===== src/hdl/ntdm_pkg.sv =====
`timescale 1ns / 1ps
// ----------------------------------------------------------------------------
// ntdm_pkg
// Shared types and constants of the NTC thermal derate monitor.
// ----------------------------------------------------------------------------
package ntdm_pkg;

  localparam int unsigned SAMPLES_DEF     = 16;
  localparam int unsigned NOMINAL_CENTI_K = 29815;
  localparam int unsigned SMP_W           = 12;
  localparam int unsigned Q_DEPTH         = 2;

  // shared divider geometry
  localparam int unsigned DIVD_W = 64;
  localparam int unsigned DIVS_W = 48;
  localparam int unsigned DCNT_W = 7;

  localparam logic [16:0]        FULL_Q16   = 17'd65536;
  localparam logic signed [15:0] TEMP_MIN   = -16'sd5000;
  localparam logic signed [15:0] TEMP_MAX   = 16'sd20000;
  localparam logic signed [15:0] TEMP_RST   = 16'sd2500;
  localparam logic [16:0]        ZERO_C_CK  = 17'd27315;
  localparam logic [63:0]        TK_LO      = 64'd22315;
  localparam logic [63:0]        TK_HI      = 64'd47315;
  localparam logic [29:0]        LN2_Q30    = 30'd744261118;
  localparam logic [15:0]        NCK        = 16'(NOMINAL_CENTI_K);
  localparam logic [21:0]        NUM_K      = 22'(100 * NOMINAL_CENTI_K);
  localparam logic [6:0]         HUNDRED    = 7'd100;

  typedef enum logic [2:0] {
    REG_VIN_RATIO = 3'd0,
    REG_RAIL      = 3'd1,
    REG_SERIES    = 3'd2,
    REG_NOMINAL   = 3'd3,
    REG_BETA      = 3'd4,
    REG_DR_START  = 3'd5,
    REG_DR_FULL   = 3'd6,
    REG_RECOVER   = 3'd7
  } reg_idx_t;

  localparam logic [15:0]        RST_VIN_RATIO = 16'd2816;
  localparam logic [12:0]        RST_RAIL      = 13'd3300;
  localparam logic [19:0]        RST_SERIES    = 20'd10000;
  localparam logic [19:0]        RST_NOMINAL   = 20'd10000;
  localparam logic [13:0]        RST_BETA      = 14'd3950;
  localparam logic signed [15:0] RST_DR_START  = 16'sd7000;
  localparam logic signed [15:0] RST_DR_FULL   = 16'sd8500;
  localparam logic signed [15:0] RST_RECOVER   = 16'sd6500;

  typedef struct packed {
    logic [15:0]        vin_ratio_q8;
    logic [12:0]        rail_mv;
    logic [19:0]        series_ohms;
    logic [19:0]        nominal_ohms;
    logic [13:0]        beta_k;
    logic signed [15:0] derate_start;
    logic signed [15:0] derate_full;
    logic signed [15:0] recover_temp;
  } cfg_t;

  typedef struct packed {
    logic              start;
    logic [63:0]       dividend;
    logic [47:0]       divisor;
    logic [6:0]        nbits;
  } div_req_t;

  typedef struct packed {
    logic              done;
    logic              busy;
    logic [63:0]       quotient;
  } div_rsp_t;

endpackage


===== src/hdl/ntdm_front.sv =====
`timescale 1ns / 1ps
// ----------------------------------------------------------------------------
// ntdm_front
// Accepts sample beats, accumulates both channels and queues each group sum.
// ----------------------------------------------------------------------------
module ntdm_front #(
  parameter int unsigned SAMPLES = ntdm_pkg::SAMPLES_DEF,
  parameter int unsigned SUM_W   = ntdm_pkg::SMP_W + $clog2(SAMPLES)
) (
  input  logic               clk,
  input  logic               rst_n,
  input  logic               in_tvalid,
  output logic               in_tready,
  input  logic [23:0]        in_tdata,
  input  logic               q_full,
  output logic               q_push,
  output logic [2*SUM_W-1:0] q_data
);

  localparam int unsigned CNT_W = $clog2(SAMPLES);

  logic [SUM_W-1:0] sup_sum_r;
  logic [SUM_W-1:0] sen_sum_r;
  logic [CNT_W-1:0] cnt_r;
  logic [SUM_W-1:0] sup_nxt;
  logic [SUM_W-1:0] sen_nxt;
  logic             is_last;
  logic             accept;

  assign is_last   = (cnt_r == CNT_W'(SAMPLES - 1));
  assign in_tready = !is_last || !q_full;
  assign accept    = in_tvalid && in_tready;
  assign sup_nxt   = sup_sum_r + SUM_W'(in_tdata[11:0]);
  assign sen_nxt   = sen_sum_r + SUM_W'(in_tdata[23:12]);
  assign q_push    = accept && is_last;
  assign q_data    = {sen_nxt, sup_nxt};

  always_ff @(posedge clk) begin
    if (!rst_n) begin
      sup_sum_r <= '0;
      sen_sum_r <= '0;
      cnt_r     <= '0;
    end else if (accept) begin
      if (is_last) begin
        sup_sum_r <= '0;
        sen_sum_r <= '0;
        cnt_r     <= '0;
      end else begin
        sup_sum_r <= sup_nxt;
        sen_sum_r <= sen_nxt;
        cnt_r     <= cnt_r + 1'b1;
      end
    end
  end

  always_ff @(posedge clk) begin
    if (rst_n) begin
      a_push_on_last: assert property (q_push |-> is_last && !q_full)
        else $error("ntdm_front: group pushed off its last beat");
      a_cnt_range: assert property (cnt_r <= CNT_W'(SAMPLES - 1))
        else $error("ntdm_front: sample counter out of range");
      a_clear_after_push: assert property (q_push |=> (cnt_r == '0 && sup_sum_r == '0))
        else $error("ntdm_front: sums not cleared after group");
    end
  end

endmodule


===== config.mk =====
export PLATFORM = sky130hd
export DESIGN_NAME = ntdm_front
export DESIGN_NICKNAME = d
export VERILOG_FILES = /design/src/hdl/ntdm_pkg.sv /design/src/hdl/ntdm_front.sv
export SDC_FILE = /design/constraint.sdc
export NUM_CORES = 1
export LEC_CHECK = 0
export BUFFER_PORTS_ARGS = -buffer_cell sky130_fd_sc_hd__buf_2
export CORE_ASPECT_RATIO = 1.2
export CORE_MARGIN = 2
export CORE_UTILIZATION = 54
export DETAILED_ROUTE_END_ITERATION = 8
export GPL_TIMING_DRIVEN = 0
export PLACE_DENSITY_LB_ADDON = 0.08
export SKIP_LAST_GASP = 1
export SLEW_MARGIN = 20
export SYNTH_ARGS = -nofsm -noshare
export SYNTH_HDL_FRONTEND = slang
export SYNTH_SLANG_ARGS = --single-unit

===== constraint.sdc =====
create_clock -name clk -period 2.4 [get_ports clk]
set_input_delay 0 -clock clk [delete_from_list [all_inputs] [get_ports clk]]
set_output_delay 0 -clock clk [all_outputs]
set_load 0.02 [all_outputs]

-- After elaboration in Yosys (flattened, before gate mapping)
Index checks and enable logic that the tools add are counted.
Widths: inputs -> output; s select.
- register bits after elaboration: 36
- bits in latches: 0
- bits in writable memories: 0
- ROM bits: 0
- bits of input ports: 28
- output and inout port bits: 34
- logic and storage cells: 15
- memories: 0
- add/sub/neg operators: 3
- multiply operators: 0
- divide/modulo/power cells: 0
- order comparisons: 0
- eq/ne operators: 1
- shift-type cells: 0
- multiplexer cells: 3
- bitwise gates (word level): 0
- reductions and logical operators: 5
- operators with widths (kind ; number):
    $add 16x12->16 ; 2
    $mux 16 ; 2
    $add 4x1->4 const B ; 1
    $eq 4x4->1 const B ; 1
    $mux 4 ; 1
    $logic_and 1x1->1 ; 2
    $logic_not 1->1 ; 2
    $logic_or 1x1->1 ; 1

-- Logic depth before layout (Yosys ltp)
- depth after elaboration: 5
- depth in mapped cells: 8
- depth with buffers taken out: 8

-- Least setup slack after synthesis
Ideal clock, no wire load.
- kind: register to register
- start: reg sen_sum_r[0]
- end: reg sen_sum_r[8]
- library setup time: 60 ps
- arrival time: 2287 ps
- data required time: 2340 ps
- setup slack: 53 ps
- stages on the path, launching flop included: 9
- buffers on the path: 0
- period minus slack after synthesis: 2347 ps
- cell sequence: dfxtp_1 > ha_1 > fa_1 > a211oi_1 > nor2_1 > o21a_1 > o211a_1 > xor2_1 > a22o_1
- longest elaborated chain between the ends: 2
- RTL lines (what ; RTL line ; RTL):
    from (decl) ; ntdm_front.sv:23 ; logic [SUM_W-1:0] sen_sum_r;
    from (signal assigned) ; ntdm_front.sv:50 ; sen_sum_r <= sen_nxt;
    $add 16x12->16 ; ntdm_front.sv:34 ; assign sen_nxt = sen_sum_r + SUM_W'(in_tdata[23:12]);
    via q_data[24] ; ntdm_front.sv:17 ; output logic [2*SUM_W-1:0] q_data
    $mux 16 ; ntdm_front.sv:44 ; if (is_last) begin
The timed path passes the listed nets, and every way through them passes these cells.
A chain may end at the register's enable or synchronous reset.

-- Final worst setup path
- start: reg sen_sum_r[0]
- end: out q_data[30]
- longest elaborated chain between the ends: 1
- RTL lines (what ; RTL line):
    $add 16x12->16 ; ntdm_front.sv:34
    to (decl) ; ntdm_front.sv:17
No other way between the ends.

==> flow_metrics.py <==
metrics = {
    "sta": {
        "rsz0062_at_grt": "yes",
        "hold_viol": 0,
        "setup_violations": 0,
        "tightest_slew_ns": 0.511,
        "maxSlewViolCount": 0,
        "skew_ns": 0.00399,
        "fmax_mhz": 421,
        "max_slew_margin": 0.660,
        "period_share": 0.990,
        "fin_crit_ns": 2.37,
    },
    "logic_synthesis": {
        "synth_area_um2": 2610,
        "synth_largest_area_cell": "dfxtp_1",
        "seq_area_frac_synth": 0.276,
        "async_reset_ff_frac": 0,
        "yosysTopAreaCellShare": 0.276,
        "synth.avg_cell_area_um2": 8.53,
        "synth-edff-count": 0,
        "synth_nets": 361,
        "synth_flop_cell": "dfxtp_1",
        "netlist_instances": 306,
        "ys_seq_elements": 36,
        "yosys.cell_types.count": 42,
        "synth_area_leaders": "dfxtp_1 28%, ha_1 12%, a22o_1 5.0%, xnor2_1 5.0%, a21oi_1 4.6%",
        "ys_warn_count": 0,
    },
    "power": {
        "power_switching_mw": 0.924,
        "combPwrFrac": 0.500,
        "power_density_nw_per_um2": 690,
        "seqPwrFrac": 0.313,
        "p_total_mw": 2.25,
        "power_switching_share": 0.410,
        "vdd_ir_drop_max_uv": 436,
        "p_int_mw": 1.33,
        "power.share.clock": 0.186,
        "leakagePower_nw": 1.48,
    },
    "hold_path": {
        "hp-class": "primary input to register",
    },
    "detailed_routing": {
        "vias": 2540,
        "avgViaCountPerCell": 5.79,
        "drc": 0,
        "post_drt_wl_per_cell_um": 14.0,
        "dr.pass1.iters": 4,
        "ant_nets": 0,
        "wl_mm": 6.15,
        "drt_iter0_drc": 74,
    },
    "floorplan": {
        "rows": 27,
        "initial_core_util": 0.564,
        "die_area_um2": 5410,
        "die_y_um": 80.1,
        "io_pins": 62,
        "die_w_um": 67.5,
        "coreArea_um2": 4630,
    },
    "final_layout": {
        "final_cells": 439,
        "area_growth_pct": 25.1,
        "antenna_cells": 0,
        "layout_commonest_cell": "buf_2",
        "num-nets-final": 436,
        "drive_gt1_frac": 0.270,
        "final_cell_mix": "57 x buf_2, 33 x dfxtp_1, 26 x nand2_1",
    },
    "clock_tree": {
        "cts_buffer_depth": 2,
        "cts.sinks": 36,
        "h-tree-depth": 2,
        "clkSlewWorstSetupHoldPaths_ns": 0.07,
        "root_buffer": "clkbuf_8",
        "cts_tree": "done",
        "clock_latency_ns": 0.29,
        "cts_made_buffers": 5,
    },
    "setup_path": {
        "end_kind": "output port",
        "start_kind": "register",
        "regToRegSetupSlack_ns": 0.15,
        "cp.required_ns": 2.40,
        "critical_path_class": "register to output port",
        "critPathMaxFanout": 4,
        "cp_data_arrival_time_ns": 2.37,
    },
    "run": {
        "cap_violations": 0,
    },
    "global_routing": {
        "antenna_found_initial": 0,
        "track_usage": 0.231,
        "grt_pass1_wl_mm": 9.73,
        "globalRoute.totalOverflow": 0,
        "grt_pass1_vias": 2269,
        "grt_max_degree": 11,
    },
    "place": {
        "dpl.hpwl_mm": 4.44,
        "port_buffers": 60,
        "dp.cells": 424,
        "gp_congestion": 0.861,
    },
    "outcome": {
        "status": "finished, final reports clean",
    },
}
==> power by group through the flow <==
stage | logic, mW | clock network [mW] | registers, mW
3_3_place_gp | 1.02 | 0 | 0.713
2_1_floorplan | 0.771 | 0 | 0.707
3_5_place_dp | 1.02 | 0 | 0.716
4_1_cts | 1.07 | 0.431 | 0.703
5_1_grt | 1.24 | 0.452 | 0.712
6_report | 1.13 | 0.420 | 0.705
==> worst max-delay path: stages (launching register included) <==
cell and delay [ns]:
dfxtp_2 0.34, ha_4 0.16, fa_2 0.35, a211oi_2 0.28, o21ai_2 0.11, a211oi_2 0.30
a21oi_2 0.14, nand2_1 0.11, xnor2_1 0.13, buf_4 0.17
==> state kept, by name, summed over array words and instances, names as in the netlist <==
register	count
cnt_r	4
sen_sum_r	16
sup_sum_r	16
==> cell families (layout without fill, tap and decap cells) <==
family	after synthesis	after routing	share of synthesized area
AO/OA/AOI/OAI	106	106	0.290
multiplexers	1	1	0.00384
AND/OR/NAND/NOR	93	93	0.180
adder cells (fa/ha/maj)	27	27	0.135
flip-flops	36	36	0.276
XOR/XNOR	27	27	0.0906
buffers and inverters	16	91	0.0240
==> layer usage <==
| layer | vias to the layer above | track usage | routed length (um) |
|---|---|---|---|
| li1 | 1293 | - | - |
| met1 | 1185 | 0.274 | 2710 |
| met2 | 56 | 0.415 | 3140 |
| met3 | 6 | 0.0504 | 248 |
| met4 | 0 | 0.0551 | 50 |
| met5 | - | 0 | 0 |
==> synth_stat cells, types with 2 or more instances <==
| cell | count |
|---|---|
| or3_1 | 2 |
| dfxtp_1 | 36 |
| and2_1 | 6 |
| a31oi_1 | 4 |
| nand3_1 | 11 |
| a2111oi_0 | 2 |
| o21bai_1 | 3 |
| nand4_1 | 4 |
| a311o_1 | 2 |
| and3_1 | 4 |
| o21ai_1 | 5 |
| o211ai_1 | 7 |
| inv_1 | 4 |
| a22o_1 | 15 |
| and4_1 | 4 |
| o21a_1 | 6 |
| buf_2 | 2 |
| o211a_1 | 2 |
| or2_2 | 2 |
| nor3_1 | 2 |
| a21oi_1 | 24 |
| ha_1 | 25 |
| a21o_1 | 4 |
| clkbuf_1 | 10 |
| fa_1 | 2 |
| a22oi_1 | 10 |
| nor2_1 | 18 |
| xnor2_1 | 15 |
| xor2_1 | 12 |
| a211oi_1 | 6 |
| o21ai_0 | 10 |
| nand2_1 | 26 |
| nor2b_1 | 12 |
==> path summary, 6_finish.rpt <==
kind,startpoint,endpoint,depth (start not counted)
worst min-delay path,q_full,cnt_r[3],3
worst min register to register,sup_sum_r[8],sup_sum_r[8],1
worst max-delay path,sen_sum_r[0],q_data[30],9
worst max register to register,sup_sum_r[0],sup_sum_r[8],9
==> layout make-up <==
type / instances / area [um^2]
plain buffers: 11 / 43.8
inverters: 4 / 15.0
repair buffers: 69 / 383
fillers: 401 / 1370
multi-input cells: 254 / 1950
clock inverters: 1 / 5.00
flip-flops and latches: 36 / 724
well taps: 58 / 72.6
clock buffers: 6 / 72.6
==> stage by stage <==
stage / TNS, ns / cell area [um^2] / utilization / hold WS [ns] / setup slack (ns)
5_1_grt: -0.195 / 3260 / 0.705 / 0.0852 / -0.0518
2_1_floorplan: 0 / 2610 / - / 0.106 / 0.0530
3_3_place_gp: -0.0375 / 2980 / 0.644 / 0.275 / -0.0375
3_5_place_dp: -0.0774 / 2980 / 0.644 / 0.287 / -0.0750
4_1_cts: -0.0498 / 3170 / 0.684 / 0.0562 / -0.0498
6_report: 0 / 3260 / 0.705 / 0.0666 / 0.0252
==> timing repair <==
item,in CTS,in global routing
buffers inserted,5,3
gates resized for setup,16,17
pin swaps,14,9
endpoints found under the setup margin,13,15
hold buffers,1,0
hold endpoints to repair,1,0
(Power assumes the default switching activity.)
