==> config.mk <==
export PLATFORM = sky130hd
export DESIGN_NAME = ntdm_fifo
export DESIGN_NICKNAME = d
export VERILOG_FILES = /design/src/hdl/ntdm_pkg.sv /design/src/hdl/ntdm_fifo.sv
export SDC_FILE = /design/constraint.sdc
export NUM_CORES = 1
export LEC_CHECK = 0
export BUFFER_PORTS_ARGS = -buffer_cell sky130_fd_sc_hd__buf_2
export CAP_MARGIN = 10
export CORE_MARGIN = 1.5
export CORE_UTILIZATION = 51
export CTS_CLUSTER_DIAMETER = 40
export CTS_CLUSTER_SIZE = 12
export DETAILED_ROUTE_END_ITERATION = 12
export PLACE_DENSITY = 0.78
export SETUP_SLACK_MARGIN = 0.15
export SYNTH_ARGS = -nofsm -noshare
export SYNTH_HDL_FRONTEND = slang
export SYNTH_SLANG_ARGS = --single-unit
==> constraint.sdc <==
create_clock -name clk -period 2.8 [get_ports clk]
set_input_delay 0.56 -clock clk [delete_from_list [all_inputs] [get_ports clk]]
set_output_delay 0.56 -clock clk [all_outputs]
set_load 0.02 [all_outputs]
==> src/hdl/ntdm_pkg.sv <==
`timescale 1ns / 1ps
// ----------------------------------------------------------------------------
// ntdm_pkg
// Shared types and constants of the NTC thermal derate monitor.
// ----------------------------------------------------------------------------
package ntdm_pkg;

  localparam int unsigned SAMPLES_DEF     = 16;
  localparam int unsigned NOMINAL_CENTI_K = 29815;
  localparam int unsigned SMP_W           = 12;
  localparam int unsigned Q_DEPTH         = 2;

  // shared divider geometry
  localparam int unsigned DIVD_W = 64;
  localparam int unsigned DIVS_W = 48;
  localparam int unsigned DCNT_W = 7;

  localparam logic [16:0]        FULL_Q16   = 17'd65536;
  localparam logic signed [15:0] TEMP_MIN   = -16'sd5000;
  localparam logic signed [15:0] TEMP_MAX   = 16'sd20000;
  localparam logic signed [15:0] TEMP_RST   = 16'sd2500;
  localparam logic [16:0]        ZERO_C_CK  = 17'd27315;
  localparam logic [63:0]        TK_LO      = 64'd22315;
  localparam logic [63:0]        TK_HI      = 64'd47315;
  localparam logic [29:0]        LN2_Q30    = 30'd744261118;
  localparam logic [15:0]        NCK        = 16'(NOMINAL_CENTI_K);
  localparam logic [21:0]        NUM_K      = 22'(100 * NOMINAL_CENTI_K);
  localparam logic [6:0]         HUNDRED    = 7'd100;

  typedef enum logic [2:0] {
    REG_VIN_RATIO = 3'd0,
    REG_RAIL      = 3'd1,
    REG_SERIES    = 3'd2,
    REG_NOMINAL   = 3'd3,
    REG_BETA      = 3'd4,
    REG_DR_START  = 3'd5,
    REG_DR_FULL   = 3'd6,
    REG_RECOVER   = 3'd7
  } reg_idx_t;

  localparam logic [15:0]        RST_VIN_RATIO = 16'd2816;
  localparam logic [12:0]        RST_RAIL      = 13'd3300;
  localparam logic [19:0]        RST_SERIES    = 20'd10000;
  localparam logic [19:0]        RST_NOMINAL   = 20'd10000;
  localparam logic [13:0]        RST_BETA      = 14'd3950;
  localparam logic signed [15:0] RST_DR_START  = 16'sd7000;
  localparam logic signed [15:0] RST_DR_FULL   = 16'sd8500;
  localparam logic signed [15:0] RST_RECOVER   = 16'sd6500;

  typedef struct packed {
    logic [15:0]        vin_ratio_q8;
    logic [12:0]        rail_mv;
    logic [19:0]        series_ohms;
    logic [19:0]        nominal_ohms;
    logic [13:0]        beta_k;
    logic signed [15:0] derate_start;
    logic signed [15:0] derate_full;
    logic signed [15:0] recover_temp;
  } cfg_t;

  typedef struct packed {
    logic              start;
    logic [63:0]       dividend;
    logic [47:0]       divisor;
    logic [6:0]        nbits;
  } div_req_t;

  typedef struct packed {
    logic              done;
    logic              busy;
    logic [63:0]       quotient;
  } div_rsp_t;

endpackage

==> src/hdl/ntdm_fifo.sv <==
`timescale 1ns / 1ps
// ----------------------------------------------------------------------------
// ntdm_fifo
// Short queue of finished sample groups between front end and back end.
// ----------------------------------------------------------------------------
module ntdm_fifo #(
  parameter int unsigned W = 32
) (
  input  logic         clk,
  input  logic         rst_n,
  input  logic         push,
  input  logic [W-1:0] push_data,
  input  logic         pop,
  output logic [W-1:0] pop_data,
  output logic         vld,
  output logic         full
);

  localparam int unsigned PTR_W = (ntdm_pkg::Q_DEPTH > 1) ? $clog2(ntdm_pkg::Q_DEPTH) : 1;
  localparam int unsigned CNT_W = $clog2(ntdm_pkg::Q_DEPTH + 1);

  logic [W-1:0]     mem_r [ntdm_pkg::Q_DEPTH];
  logic [PTR_W-1:0] wr_ptr_r;
  logic [PTR_W-1:0] rd_ptr_r;
  logic [CNT_W-1:0] cnt_r;

  assign vld      = (cnt_r != '0);
  assign full     = (cnt_r == CNT_W'(ntdm_pkg::Q_DEPTH));
  assign pop_data = mem_r[rd_ptr_r];

  always_ff @(posedge clk) begin
    if (push) begin
      mem_r[wr_ptr_r] <= push_data;
    end
  end

  always_ff @(posedge clk) begin
    if (!rst_n) begin
      wr_ptr_r <= '0;
      rd_ptr_r <= '0;
      cnt_r    <= '0;
    end else begin
      if (push) begin
        wr_ptr_r <= (wr_ptr_r == PTR_W'(ntdm_pkg::Q_DEPTH - 1)) ? '0 : wr_ptr_r + 1'b1;
      end
      if (pop) begin
        rd_ptr_r <= (rd_ptr_r == PTR_W'(ntdm_pkg::Q_DEPTH - 1)) ? '0 : rd_ptr_r + 1'b1;
      end
      if (push && !pop) begin
        cnt_r <= cnt_r + 1'b1;
      end else if (pop && !push) begin
        cnt_r <= cnt_r - 1'b1;
      end
    end
  end

  always_ff @(posedge clk) begin
    if (rst_n) begin
      a_no_overflow: assert property (full |-> !push || pop)
        else $error("ntdm_fifo: push into full queue");
      a_no_underflow: assert property (pop |-> vld)
        else $error("ntdm_fifo: pop from empty queue");
    end
  end

endmodule

# Word level (Yosys, flattened, before mapping)
# Memories as Yosys holds them, arrays and structs flattened. A register that Yosys moved wholly into a read port is not among the register bits.
# Cells that the tools add are included.
word_totals:
  regBits: 4
  latch_bits: 0
  mem_bits_rw: 64
  romBits: 0
  in_bits: 36
  mem_count: 1
op_classes:
  add_sub_neg: 4
  n_mul: 0
  div_mod_pow: 0
  n_lt_le_gt_ge: 0
  eq_ne: 1
  shift: 0
  mux: 8
  bitwise_logic: 0
  reduce_logical: 6
memory_table:
  columns: ["name", "depth", "width", "rd", "rd_ports_with_merged_regs", "write_ports", "line_no", "source"]
  rows:
  - ["mem_r", 2, 32, 1, 1, 1, "ntdm_fifo.sv:22", "logic [W-1:0] mem_r [ntdm_pkg::Q_DEPTH];"]
ops:
  columns: ["op", "n"]
  rows:
  - ["1-bit 2-to-1 mux", 6]
  - ["2-bit 2-to-1 mux", 2]
  - ["2-bit nonzero test", 2]
  - ["1-bit adder, second input constant", 2]
  - ["2-bit by 1-bit adder with 2-bit output, second input constant", 1]
  - ["2-bit equality test, second input constant", 1]
  - ["1-bit logical AND", 2]
  - ["1-bit logical NOT", 2]
  - ["2-bit by 1-bit subtractor with 2-bit output, second input constant", 1]

# Depth between registers and ports, before layout
logic_depth:
  ltp_word: 4
  mapped_depth: 5

# Worst setup path before layout
# OpenSTA, ideal clock, no wires.
synth_timing:
  kind: "input port to flip-flop"
  startpoint: "in push"
  endpoint: "mem mem_r[0][0] (enable)"
  setup_time_ns: 0.426
  t_arrival_ns: 2.039
  required_time_ns: 2.374
  setup_slack_ns: 0.335
  path_stages: 1
  path_cell_list: "nor2b_1"
synth_between:
  elab_chain_len: 2
synth_lines:
  columns: ["element", "line_no", "source"]
  rows:
  - ["from (decl)", "ntdm_fifo.sv:11", "input logic push,"]
  - ["1-bit 2-to-1 mux", "ntdm_fifo.sv:32", "if (push) begin"]
  - ["1-bit 2-to-1 mux (implied by the code)", "ntdm_fifo.sv:33", "mem_r[wr_ptr_r] <= push_data;"]
  - ["to (decl)", "ntdm_fifo.sv:22", null]
# Every way passes these cells.

==> impl_metrics.env <==
export IMPL_dp_worst_setup_slack_ps=992.5
export IMPL_grt_pass1_vias=1471
export IMPL_worst_clock_skew_ps=5.359
export IMPL_grt_pass1_wl_mm=6.486
export IMPL_num_vias=1338
export IMPL_fin_crit_sh_pct=71.74
export IMPL_holdPathStages=1
export IMPL_hp_start="push_data[13]"
export IMPL_rr_endpoint="mem_r[1][5]$_DFFE_PP_"
export IMPL_vias_per_cell=4.865
export IMPL_post_cts_resized=0
export IMPL_dieArea_um2=5395
export IMPL_num_rows=25
export IMPL_cts_hold_buffers=0
export IMPL_setup_viol=0
export IMPL_hold_viol_final=0
export IMPL_cts_tree="built"
export IMPL_register_area_um2=2022
export IMPL_drt_iter0_drc=58
export IMPL_dp_cells=259
export IMPL_min_path_type="input port to flop"
export IMPL_synth_cell_types=18
export IMPL_syn2layout_area_growth_pct=26.10
export IMPL_first_pass_iters=4
export IMPL_clock_sinks=69
export IMPL_cp_top_family="buffers and inverters"
export IMPL_n_antenna_cell=0
export IMPL_ys_warn_count=0
export IMPL_worstMarginPinSlew_ps=531.2
export IMPL_setup_tns_ps=0
export IMPL_maxClockFrequency_mhz=497.8
export IMPL_synth_seq_cells=69
export IMPL_fill_cells=332
export IMPL_drc_errors=0
export IMPL_cts_setup_buffers=0
export IMPL_r2r_start="wr_ptr_r$_SDFFE_PN0P_"
export IMPL_fp_dieH_um=73.45
export IMPL_reg2regPathDepth=2
export IMPL_crit_path_cell_trace="buf_4, mux2_2, buf_2"
export IMPL_critPathArrivalTime_ps=1450
export IMPL_gp_congestion=0.6845
export IMPL_final_nets=240
export IMPL_cpPeakStageDelay_ps=380
export IMPL_end_kind="output port"
export IMPL_grt_usage_pct=16.85
export IMPL_timing_reg2reg_setup_slack_ps=1300
export IMPL_cp_max_fo=17
export IMPL_grt_start_max_net_pins=23
export IMPL_fin_ws_ps=791.2
export IMPL_p_per_area_nw_per_um2=731.3
export IMPL_ir_drop_v=0.0003695
export IMPL_holdPathEnd="mem_r[0][13]$_DFFE_PP_"
export IMPL_htreeDepth=3
export IMPL_drive_above_1_share_pct=58.65
export IMPL_io_buffers=69
export IMPL_grt_overflow=0
export IMPL_netlist_instances=122
export IMPL_start_util_pct=53.24
export IMPL_clk_latency_ps=330
export IMPL_power_leakage_nw=1.233
export IMPL_antenna_found_initial=0
export IMPL_cts_path_max_buffers=2
export IMPL_layout_cells_non_filler=275
export IMPL_fp_coreArea_um2=4755
export IMPL_worst_path_buf_inv=2
export IMPL_slew_headroom_pct=64.59
export IMPL_wl_per_cell_um=15.18
export IMPL_synth_area_um2=2531
export IMPL_postRouteAntennaNets=0
export IMPL_ys_seq_area_share_pct=79.88
export IMPL_totalPowerFinal_mw=2.334
export IMPL_drv_slew=0
export IMPL_clock_root_buffer="clkbuf_8"
export IMPL_syn_num_nets=159
export IMPL_cts_buffers=9
export IMPL_crit_type="flop to output port"
export IMPL_die_w_um=73.45
export IMPL_cp_required_ps=2240
export IMPL_maxCapViolCount=0
export IMPL_dpl_hpwl_mm=2.972
export IMPL_rsz0062_at_grt="false"
export IMPL_multiInputGateArea_um2=485.5
export IMPL_wirelength_mm=4.175
export IMPL_clk_pin_slew_ps=70
export IMPL_crit_path_top_delay_cell="mux2_2"
export IMPL_status="completed"
export IMPL_io_pin_count=70
export IMPL_critPathLaunchType="flop"
export IMPL_min_period_ps=2009
export IMPL_syn_area_per_cell_um2=20.75
-- layout make-up --
| type | instances | area share, % |
|---|---|---|
| flip-flops and latches | 69 | 63.35 |
| multi-input cells | 48 | 15.21 |
| repair buffers | 74 | 12.00 |
| clock buffers | 9 | 3.881 |
| clock inverters | 7 | 2.822 |
| well taps | 67 | 2.626 |
| inverters | 1 | 0.1176 |
-- cells by family (layout without fill, tap and decap cells) --
| kind of cell | count (synthesis) | in the layout | share of synthesized area, % |
|---|---|---|---|
| flip-flops | 69 | 69 | 79.88 |
| multiplexers | 32 | 32 | 14.24 |
| AO/OA/AOI/OAI | 3 | 3 | 0.7909 |
| AND/OR/NAND/NOR | 9 | 9 | 2.323 |
| buffers and inverters | 5 | 91 | 1.235 |
| adder cells (fa/ha/maj) | 1 | 1 | 0.4942 |
| XOR/XNOR | 3 | 3 | 1.038 |
-- synth_stat cells, drive strengths merged --
| cell | instances | area share (%) |
|---|---|---|
| a21boi | 1 | 0.30 |
| and2 | 4 | 0.99 |
| and2b | 1 | 0.35 |
| buf | 3 | 0.89 |
| clkbuf | 1 | 0.20 |
| dfxtp | 5 | 4.0 |
| edfxtp | 64 | 76 |
| ha | 1 | 0.49 |
| inv | 1 | 0.15 |
| mux2 | 32 | 14 |
| nor2b | 2 | 0.49 |
| o21a | 1 | 0.30 |
| o21ai | 1 | 0.20 |
| or2 | 1 | 0.25 |
| or3 | 1 | 0.25 |
| xnor2 | 1 | 0.35 |
| xor2 | 2 | 0.69 |
-- routing by layer --
metal | global-route usage [%] | up-vias | wire, um
met5 | 0 | - | 0
met4 | 10.49 | 0 | 110
met3 | 5.075 | 9 | 212
met2 | 29.23 | 40 | 2309
met1 | 17.79 | 654 | 1542
li1 | - | 635 | -
-- state kept, by name (all words and copies together), names as in the netlist, named ones only --
| signal | count |
|---|---|
| mem_r | 64 |
| cnt_r | 2 |
| rd_ptr_r | 1 |
| wr_ptr_r | 1 |
-- metrics by stage --
| stage | cell area, um^2 | hold WS (ps) | utilization [%] |
|---|---|---|---|
| 6_report | 3192 | 409.7 | 67.13 |
| 5_1_grt | 3192 | 404.9 | 67.13 |
| 4_1_cts | 3192 | 402.9 | 67.13 |
| 3_5_place_dp | 2978 | 497.0 | 62.63 |
| 3_3_place_gp | 2978 | 469.5 | 62.63 |
| 2_1_floorplan | 2531 | 461.2 | - |
-- placed cells by master (no fill, tap or decap) --
cell type / Yosys / routed
mux2_1: 2 / 2
ha_1: 1 / 1
edfxtp_1: 64 / 64
clkbuf_8: 0 / 9
buf_2: 0 / 69
o21ai_0: 1 / 1
or2_2: 1 / 1
nor2b_1: 2 / 1
o21a_1: 1 / 1
mux2_2: 30 / 30
clkinv_2: 0 / 2
inv_1: 1 / 1
buf_4: 3 / 5
clkinv_1: 0 / 1
clkinv_4: 0 / 1
dfxtp_1: 5 / 5
xor2_1: 2 / 2
nor2b_4: 0 / 1
and2_1: 4 / 4
or3_1: 1 / 1
xnor2_1: 1 / 1
and2b_2: 1 / 1
a21boi_1: 1 / 1
bufinv_16: 0 / 2
clkinvlp_4: 0 / 1
-- power breakdown --
group          internal, mW  leakage (nW)  total [mW]  switching, mW
Sequential             1.19         0.642        1.20         0.0167
Combinational         0.121         0.484       0.282          0.161
Clock                 0.496         0.107       0.848          0.351
Total                  1.81          1.23        2.33          0.529
-- worst max path at each step --
stage | cells past startpoint | startpoint | to | slack [ps]
floorplan | 1 | push | mem_r[0][0]$_DFFE_PP_ | 340
CTS | 3 | flop | pop_data[11] | 770
detailed placement | 3 | push | mem_r[1][21]$_DFFE_PP_ | 990
finish | 3 | flop | pop_data[11] | 790
global placement | 3 | push | mem_r[1][0]$_DFFE_PP_ | 1070
global route | 3 | flop | pop_data[28] | 700
Note: power is estimated with default switching activity, not from simulation.
