--- src/hdl/ntdm_pkg.sv ---
`timescale 1ns / 1ps
// ----------------------------------------------------------------------------
// ntdm_pkg
// Shared types and constants of the NTC thermal derate monitor.
// ----------------------------------------------------------------------------
package ntdm_pkg;

  localparam int unsigned SAMPLES_DEF     = 16;
  localparam int unsigned NOMINAL_CENTI_K = 29815;
  localparam int unsigned SMP_W           = 12;
  localparam int unsigned Q_DEPTH         = 2;

  // shared divider geometry
  localparam int unsigned DIVD_W = 64;
  localparam int unsigned DIVS_W = 48;
  localparam int unsigned DCNT_W = 7;

  localparam logic [16:0]        FULL_Q16   = 17'd65536;
  localparam logic signed [15:0] TEMP_MIN   = -16'sd5000;
  localparam logic signed [15:0] TEMP_MAX   = 16'sd20000;
  localparam logic signed [15:0] TEMP_RST   = 16'sd2500;
  localparam logic [16:0]        ZERO_C_CK  = 17'd27315;
  localparam logic [63:0]        TK_LO      = 64'd22315;
  localparam logic [63:0]        TK_HI      = 64'd47315;
  localparam logic [29:0]        LN2_Q30    = 30'd744261118;
  localparam logic [15:0]        NCK        = 16'(NOMINAL_CENTI_K);
  localparam logic [21:0]        NUM_K      = 22'(100 * NOMINAL_CENTI_K);
  localparam logic [6:0]         HUNDRED    = 7'd100;

  typedef enum logic [2:0] {
    REG_VIN_RATIO = 3'd0,
    REG_RAIL      = 3'd1,
    REG_SERIES    = 3'd2,
    REG_NOMINAL   = 3'd3,
    REG_BETA      = 3'd4,
    REG_DR_START  = 3'd5,
    REG_DR_FULL   = 3'd6,
    REG_RECOVER   = 3'd7
  } reg_idx_t;

  localparam logic [15:0]        RST_VIN_RATIO = 16'd2816;
  localparam logic [12:0]        RST_RAIL      = 13'd3300;
  localparam logic [19:0]        RST_SERIES    = 20'd10000;
  localparam logic [19:0]        RST_NOMINAL   = 20'd10000;
  localparam logic [13:0]        RST_BETA      = 14'd3950;
  localparam logic signed [15:0] RST_DR_START  = 16'sd7000;
  localparam logic signed [15:0] RST_DR_FULL   = 16'sd8500;
  localparam logic signed [15:0] RST_RECOVER   = 16'sd6500;

  typedef struct packed {
    logic [15:0]        vin_ratio_q8;
    logic [12:0]        rail_mv;
    logic [19:0]        series_ohms;
    logic [19:0]        nominal_ohms;
    logic [13:0]        beta_k;
    logic signed [15:0] derate_start;
    logic signed [15:0] derate_full;
    logic signed [15:0] recover_temp;
  } cfg_t;

  typedef struct packed {
    logic              start;
    logic [63:0]       dividend;
    logic [47:0]       divisor;
    logic [6:0]        nbits;
  } div_req_t;

  typedef struct packed {
    logic              done;
    logic              busy;
    logic [63:0]       quotient;
  } div_rsp_t;

endpackage

--- src/hdl/ntdm_div.sv ---
`timescale 1ns / 1ps
// ----------------------------------------------------------------------------
// ntdm_div
// Shared restoring divider, one quotient bit per cycle.
// ----------------------------------------------------------------------------
module ntdm_div (
  input  logic               clk,
  input  logic               rst_n,
  input  ntdm_pkg::div_req_t req,
  output ntdm_pkg::div_rsp_t rsp
);

  logic [ntdm_pkg::DIVD_W-1:0] quo_r;
  logic [ntdm_pkg::DIVS_W-1:0] rem_r;
  logic [ntdm_pkg::DIVS_W-1:0] dvs_r;
  logic [ntdm_pkg::DCNT_W-1:0] cnt_r;
  logic                        busy_r;
  logic                        done_r;
  logic [ntdm_pkg::DIVS_W:0]   rem_sh;
  logic                        ge;
  logic [ntdm_pkg::DIVS_W:0]   rem_sub;

  assign rem_sh  = {rem_r, quo_r[ntdm_pkg::DIVD_W-1]};
  assign ge      = (rem_sh >= {1'b0, dvs_r});
  assign rem_sub = rem_sh - {1'b0, dvs_r};

  assign rsp.done     = done_r;
  assign rsp.busy     = busy_r;
  assign rsp.quotient = quo_r;

  always_ff @(posedge clk) begin
    if (req.start && !busy_r) begin
      quo_r <= req.dividend;
      rem_r <= '0;
      dvs_r <= req.divisor;
    end else if (busy_r) begin
      quo_r <= {quo_r[ntdm_pkg::DIVD_W-2:0], ge};
      rem_r <= ge ? rem_sub[ntdm_pkg::DIVS_W-1:0] : rem_sh[ntdm_pkg::DIVS_W-1:0];
    end
  end

  always_ff @(posedge clk) begin
    if (!rst_n) begin
      busy_r <= 1'b0;
      done_r <= 1'b0;
      cnt_r  <= '0;
    end else begin
      done_r <= 1'b0;
      if (req.start && !busy_r) begin
        busy_r <= 1'b1;
        cnt_r  <= req.nbits;
      end else if (busy_r) begin
        cnt_r <= cnt_r - 1'b1;
        if (cnt_r == ntdm_pkg::DCNT_W'(1)) begin
          busy_r <= 1'b0;
          done_r <= 1'b1;
        end
      end
    end
  end

  always_ff @(posedge clk) begin
    if (rst_n) begin
      a_cnt_live: assert property (busy_r |-> cnt_r != '0)
        else $error("ntdm_div: busy with zero count");
      a_done_after_busy: assert property (done_r |-> $past(busy_r) && !busy_r)
        else $error("ntdm_div: done without a finished run");
      a_start_idle: assert property (req.start |-> !busy_r)
        else $error("ntdm_div: start while busy");
    end
  end

endmodule

--- config.mk ---
export PLATFORM = sky130hd
export DESIGN_NAME = ntdm_div
export DESIGN_NICKNAME = d
export VERILOG_FILES = /design/src/hdl/ntdm_pkg.sv /design/src/hdl/ntdm_div.sv
export SDC_FILE = /design/constraint.sdc
export NUM_CORES = 1
export LEC_CHECK = 0
export BUFFER_PORTS_ARGS = -buffer_cell sky130_fd_sc_hd__buf_4
export CORE_MARGIN = 2
export CORE_UTILIZATION = 35
export CTS_CLUSTER_SIZE = 16
export DETAILED_ROUTE_END_ITERATION = 12
export PLACE_DENSITY = 0.59
export SLEW_MARGIN = 30
export SYNTH_ARGS = -nofsm -noshare
export SYNTH_HDL_FRONTEND = slang
export SYNTH_SLANG_ARGS = --single-unit
--- constraint.sdc ---
create_clock -name clk -period 8.3 [get_ports clk]
set_clock_uncertainty 0.05 [all_clocks]
set_input_delay 0 -clock clk [delete_from_list [all_inputs] [get_ports clk]]
set_output_delay 0 -clock clk [all_outputs]
set_load 0.01 [all_outputs]
; ---- Word-level counts from Yosys, hierarchy flattened
; Index checks and enable logic that the tools add are counted.
[totals]
rom_bits = 0
register_bits = 169
mem_count = 0
in_bits = 122
out_inout_bits = 66
latch_bits = 0
elab_cells = 25
mem_bits_rw = 0
[op_classes]
div_mod_pow = 0
n_reduce_logical = 4
mux = 9
n_bitwise = 2
multipliers = 0
shift = 0
eq_ne = 1
add_sub_neg = 2
n_lt_le_gt_ge = 1
[ops]
columns = op, n
row1 = 2-to-1 mux 64 bit, 2
row2 = greater-or-equal comparator 49 x 48 -> 1 bit, 1
row3 = 2-to-1 mux 48 bit, 1
row4 = subtractor 48 bit, 1
row5 = 2-to-1 mux 7 bit, 2
row6 = equality test 7 x 1 -> 1 bit (second input constant), 1
row7 = subtractor 7 x 1 -> 7 bit (second input constant), 1
row8 = 2-to-1 mux 1 bit, 4
row9 = OR reduction 3 bit, 1
row10 = inverter 1 bit, 2
row11 = nonzero test 2 bit, 1
row12 = logical AND 1 bit, 1
row13 = zero test 1 bit, 1

; ---- Longest topological paths before layout
[depth]
word_depth = 4
ltp_mapped = 14
depth_no_buf = 12

; ---- Least setup slack after synthesis
; OpenSTA, ideal clock, no wires.
[synth_timing]
path_kind = reg-to-reg
startpoint = reg busy_r
endpoint = reg quo_r[52] (netlist bit), data pin
stages_incl_launch_ff = 6
required_time_ps = 7987
synth_period_minus_slack_ps = 3277
path_buffers = 3
arrival_ps = 2963
setup_ps = 263
path_slack_ps = 5023
path_cell_list = dfxtp_1 clkbuf_1 nor2_1 clkbuf_1 clkbuf_1 mux2_2
[synth_between]
elab_chain_cells = 3
[synth_lines]
columns = element, line_no
row1 = "start, declared", ntdm_div.sv:17  ; logic busy_r;
row2 = "start signal, assigned", ntdm_div.sv:44  ; busy_r <= 1'b0;
row3 = "start signal, assigned", ntdm_div.sv:50  ; busy_r <= 1'b1;
row4 = "start signal, assigned", ntdm_div.sv:55  ; busy_r <= 1'b0;
row5 = zero test 1 bit, ntdm_div.sv:32  ; if (req.start && !busy_r) begin
row6 = logical AND 1 bit, ntdm_div.sv:32
row7 = 2-to-1 mux 64 bit, ntdm_div.sv:32
row8 = "end signal, assigned", ntdm_div.sv:33  ; quo_r <= req.dividend;
row9 = "end signal, assigned", ntdm_div.sv:37  ; quo_r <= {quo_r[ntdm_pkg::DIVD_W-2:0], ge};
row10 = "end, declared", ntdm_div.sv:13  ; logic [ntdm_pkg::DIVD_W-1:0] quo_r;
; No other way between the ends.
; A chain may end at the register's enable or synchronous reset.

; ---- Worst setup path after layout
[layout_timing]
startpoint = reg dvs_r[28] (netlist bit)
endpoint = reg rem_r[24] (netlist bit)
[layout_between]
elab_chain_cells = 2
[layout_lines]
columns = element, line_no
row1 = "start, declared", ntdm_div.sv:15  ; logic [ntdm_pkg::DIVS_W-1:0] dvs_r;
row2 = "start signal, assigned", ntdm_div.sv:35  ; dvs_r <= req.divisor;
row3 = greater-or-equal comparator 49 x 48 -> 1 bit, ntdm_div.sv:24  ; assign ge = (rem_sh >= {1'b0, dvs_r});
row4 = 2-to-1 mux 48 bit, ntdm_div.sv:38  ; rem_r <= ge ? rem_sub[ntdm_pkg::DIVS_W-1:0] : rem_sh[ntdm_pkg::DIVS_W-1:0];
row5 = "end signal, assigned", ntdm_div.sv:38
row6 = "end, declared", ntdm_div.sv:14  ; logic [ntdm_pkg::DIVS_W-1:0] rem_r;
; No other way between the ends.

==> results.py <==
metrics = {
    "outcome": {
        "status": "completed",
    },
    "placement": {
        "place_congestion": 0.862,
        "hpwl_microns": 17800,
        "dp.cells": 1414,
        "io_buffers": 187,
        "place_area_sq_um": 11400,
    },
    "worst_setup_path": {
        "cpLargestDelayFamily": "compound AO/OA/AOI/OAI gates",
        "critical_path_required_ns": 8.58,
        "critPathMaxStageDelay_ns": 0.45,
        "worst-path-max-fanout": 36,
        "rr_worst_depth": 10,
        "r2r-end": "rem_r[24]",
        "r2r_slack_ns": 4.97,
        "end_kind": "flop",
        "worst_ep_arrival_time_ns": 3.61,
        "crit_type": "reg2reg",
        "startpoint_type": "flop",
        "cp_slowest_cell": "mux2_1",
        "regToRegStartpoint": "dvs_r[28]",
        "worstPathCellList": "inv_1 -> ha_1 -> a21oi_1 -> o21ai_0 -> a221oi_1 -> o21ai_0 -> o21ai_4 -> nand2_4 -> mux2_1 -> a22o_1",
        "cp.buffers_inverters": 1,
        "cp_common_cell": "o21ai_0",
    },
    "global_routing": {
        "grt_remaining_overflow": 0,
        "grt_pass1_vias": 8418,
        "grt_use_total": 0.182,
        "grt_pass1_wl_microns": 42200,
        "antenna_found_initial": 0,
        "grt_max_degree": 73,
    },
    "sta": {
        "slew_viol_final": 0,
        "fin_crit_ns": 3.33,
        "hold_viol": 0,
        "grt_setup_unrepaired": "false",
        "fmax_mhz": 301,
        "fin_setup_tns_ns": 0,
        "timing.final.crit_share": 0.401,
        "tightest_slew_ns": 0.936,
        "setup_violations": 0,
        "relSlewSlack": 0.376,
    },
    "cts": {
        "cts_root_buf": "clkbuf_16",
        "post_cts_resized": 0,
        "clk_pin_slew_ns": 0.07,
        "clock_latency_ns": 0.45,
        "clk_path_buf_depth": 2,
        "cts_buffers": 17,
        "cts_tree": "done",
        "ctsHtreeMaxLevel": 4,
        "clock_sink_count": 169,
    },
    "synth": {
        "synth_area_sq_um": 9710,
        "synth-seq-cells": 169,
        "synth_nets": 1069,
        "synthCells": 896,
        "synth-edff-count": 112,
        "yosysSeqAreaShare": 0.464,
        "ys_warn_count": 0,
        "synth_async_sr_flop_share": 0,
        "synthFlopType": "edfxtp_1",
        "avgSynthCellArea_sq_um": 10.8,
        "synth.distinct_cells": 64,
    },
    "cells_and_area": {
        "multi_input_area_sq_um": 4770,
        "seqCellArea_sq_um": 4510,
        "stdcell_area_sq_um": 13200,
        "final_nets": 1358,
        "fillers": 2497,
        "area_delta_synth_final_pct": 36.0,
        "antennaDiodeCount": 0,
        "final_cells": 1570,
        "drive_gt1_frac": 0.274,
        "layout_commonest_cell": "buf_4",
        "final_cell_mix": "buf_4, dlygate4sd3_1, edfxtp_1",
    },
    "routing": {
        "via_per_inst": 5.06,
        "drt-initial-drc-count": 471,
        "drc_errors": 0,
        "drt_first_pass_iters": 4,
        "drt-total-wl_microns": 25600,
        "via_count": 7944,
        "ant_nets": 0,
        "wl_per_cell_microns": 16.3,
    },
    "power": {
        "pwr_density_cell_nw_per_um2": 289,
        "peakVddDrop_mv": 0.267,
        "p_leak_nw": 5.65,
    },
    "floorplan": {
        "coreArea_sq_um": 27100,
        "fp.dieArea_sq_um": 29100,
        "placementRows": 60,
        "die_y_microns": 171,
        "io_pins": 188,
        "initial_core_util": 0.358,
        "die_x_microns": 171,
    },
    "worst_hold_path": {
        "hp-class": "in2reg",
        "min_path_cells": 3,
        "holdCritStartpoint": "req[119]",
        "whs_endpoint": "cnt_r[0]",
    },
    "flow_run": {
        "cap_violations": 0,
    },
}
[worst reg2reg max path: stages, from the launching register on]
cell	delay, ns
edfxtp_1	0.33
inv_1	0.05
ha_1	0.37
a21oi_1	0.22
o21ai_0	0.17
a221oi_1	0.42
o21ai_0	0.30
o21ai_4	0.31
nand2_4	0.37
mux2_1	0.46
a22o_1	0.18
[state kept, by name, indices dropped and copies added (netlist names)]
name    count
cnt_r       7
busy_r      1
dvs_r      48
quo_r      64
rem_r      48
done_r      1
[cell families after synthesis]
logic type | synth area share
multiplexers | 0.116
flip-flops | 0.464
AO/OA/AOI/OAI | 0.169
adder cells (fa/ha/maj) | 0.0665
AND/OR/NAND/NOR | 0.0943
XOR/XNOR | 0.0433
buffers and inverters | 0.0470
[routing by layer]
metal | global-route usage | vias to the layer above | share of wire
met5 | 0 | - | 0
met4 | 0.0606 | 0 | 0.017
met3 | 0.0481 | 30 | 0.055
met2 | 0.307 | 195 | 0.47
met1 | 0.225 | 3799 | 0.46
li1 | - | 3920 | -
[final cells by class]
class,instances,share of cell area
Sequential cell,169,0.341
Tap cell,372,0.0352
Timing Repair Buffer,316,0.205
Inverter,61,0.0173
Clock buffer,17,0.0322
Clock inverter,15,0.00890
Multi-Input combinational cell,620,0.361
[Yosys cell counts, types with 9 or more instances]
library cell	instances	area, sq um
edfxtp_1	112	3360
mux2_2	88	991
inv_1	61	229
a21oi_1	60	300
dfxtp_1	57	1140
nand2_1	51	191
ha_1	50	626
o21ai_0	38	190
nor2_1	36	135
a22o_1	32	280
clkbuf_1	31	116
xnor2_1	26	228
a21o_1	24	180
xor2_1	22	193
nand4_1	18	113
nor2b_1	13	81.3
a32oi_1	12	105
nand3_1	12	60.1
a31oi_1	10	62.6
nor3_1	10	50.1
nand2b_1	9	56.3
o211ai_1	9	67.6
[where the power goes]
group | switching [W] | internal, W | total, W
Clock | 0.000374 | 0.000389 | 0.000763
Combinational | 0.000980 | 0.000844 | 0.00182
Sequential | 0.000135 | 0.00110 | 0.00123
Total | 0.00149 | 0.00233 | 0.00382
[worst max path at each step]
| stage | cells after the start | slack (ns) | start | endpoint |
|---|---|---|---|---|
| 3_3_place_gp | 11 | 5.03 | quo_r[63] | rem_r[28] |
| 2_1_floorplan | 5 | 5.02 | busy_r | quo_r[52] |
| 5_1_grt | 11 | 4.75 | dvs_r[20] | rem_r[11] |
| 3_5_place_dp | 11 | 4.97 | quo_r[63] | rem_r[12] |
| 4_1_cts | 11 | 4.94 | quo_r[63] | rem_r[12] |
| 6_report | 10 | 4.97 | dvs_r[28] | rem_r[24] |
[metrics by stage]
stage                util  power, W  hold slack, ns  worst slack (ns)
floorplan               -   0.00259          0.0489              5.02
global placement    0.421   0.00301           0.129              5.03
detailed placement  0.422   0.00301           0.129              4.97
CTS                 0.488   0.00384          0.0162              4.94
global route        0.488   0.00409          0.0748              4.75
finish              0.488   0.00382          0.0320              4.97
[timing repair]
action / 4_1_cts / 5_1_grt
buffers inserted: 0 / 0
hold buffers: 124 / 0
endpoints found under the setup margin: 0 / 0
hold endpoints to repair: 121 / 0
Note: power is estimated with default switching activity, not from simulation.
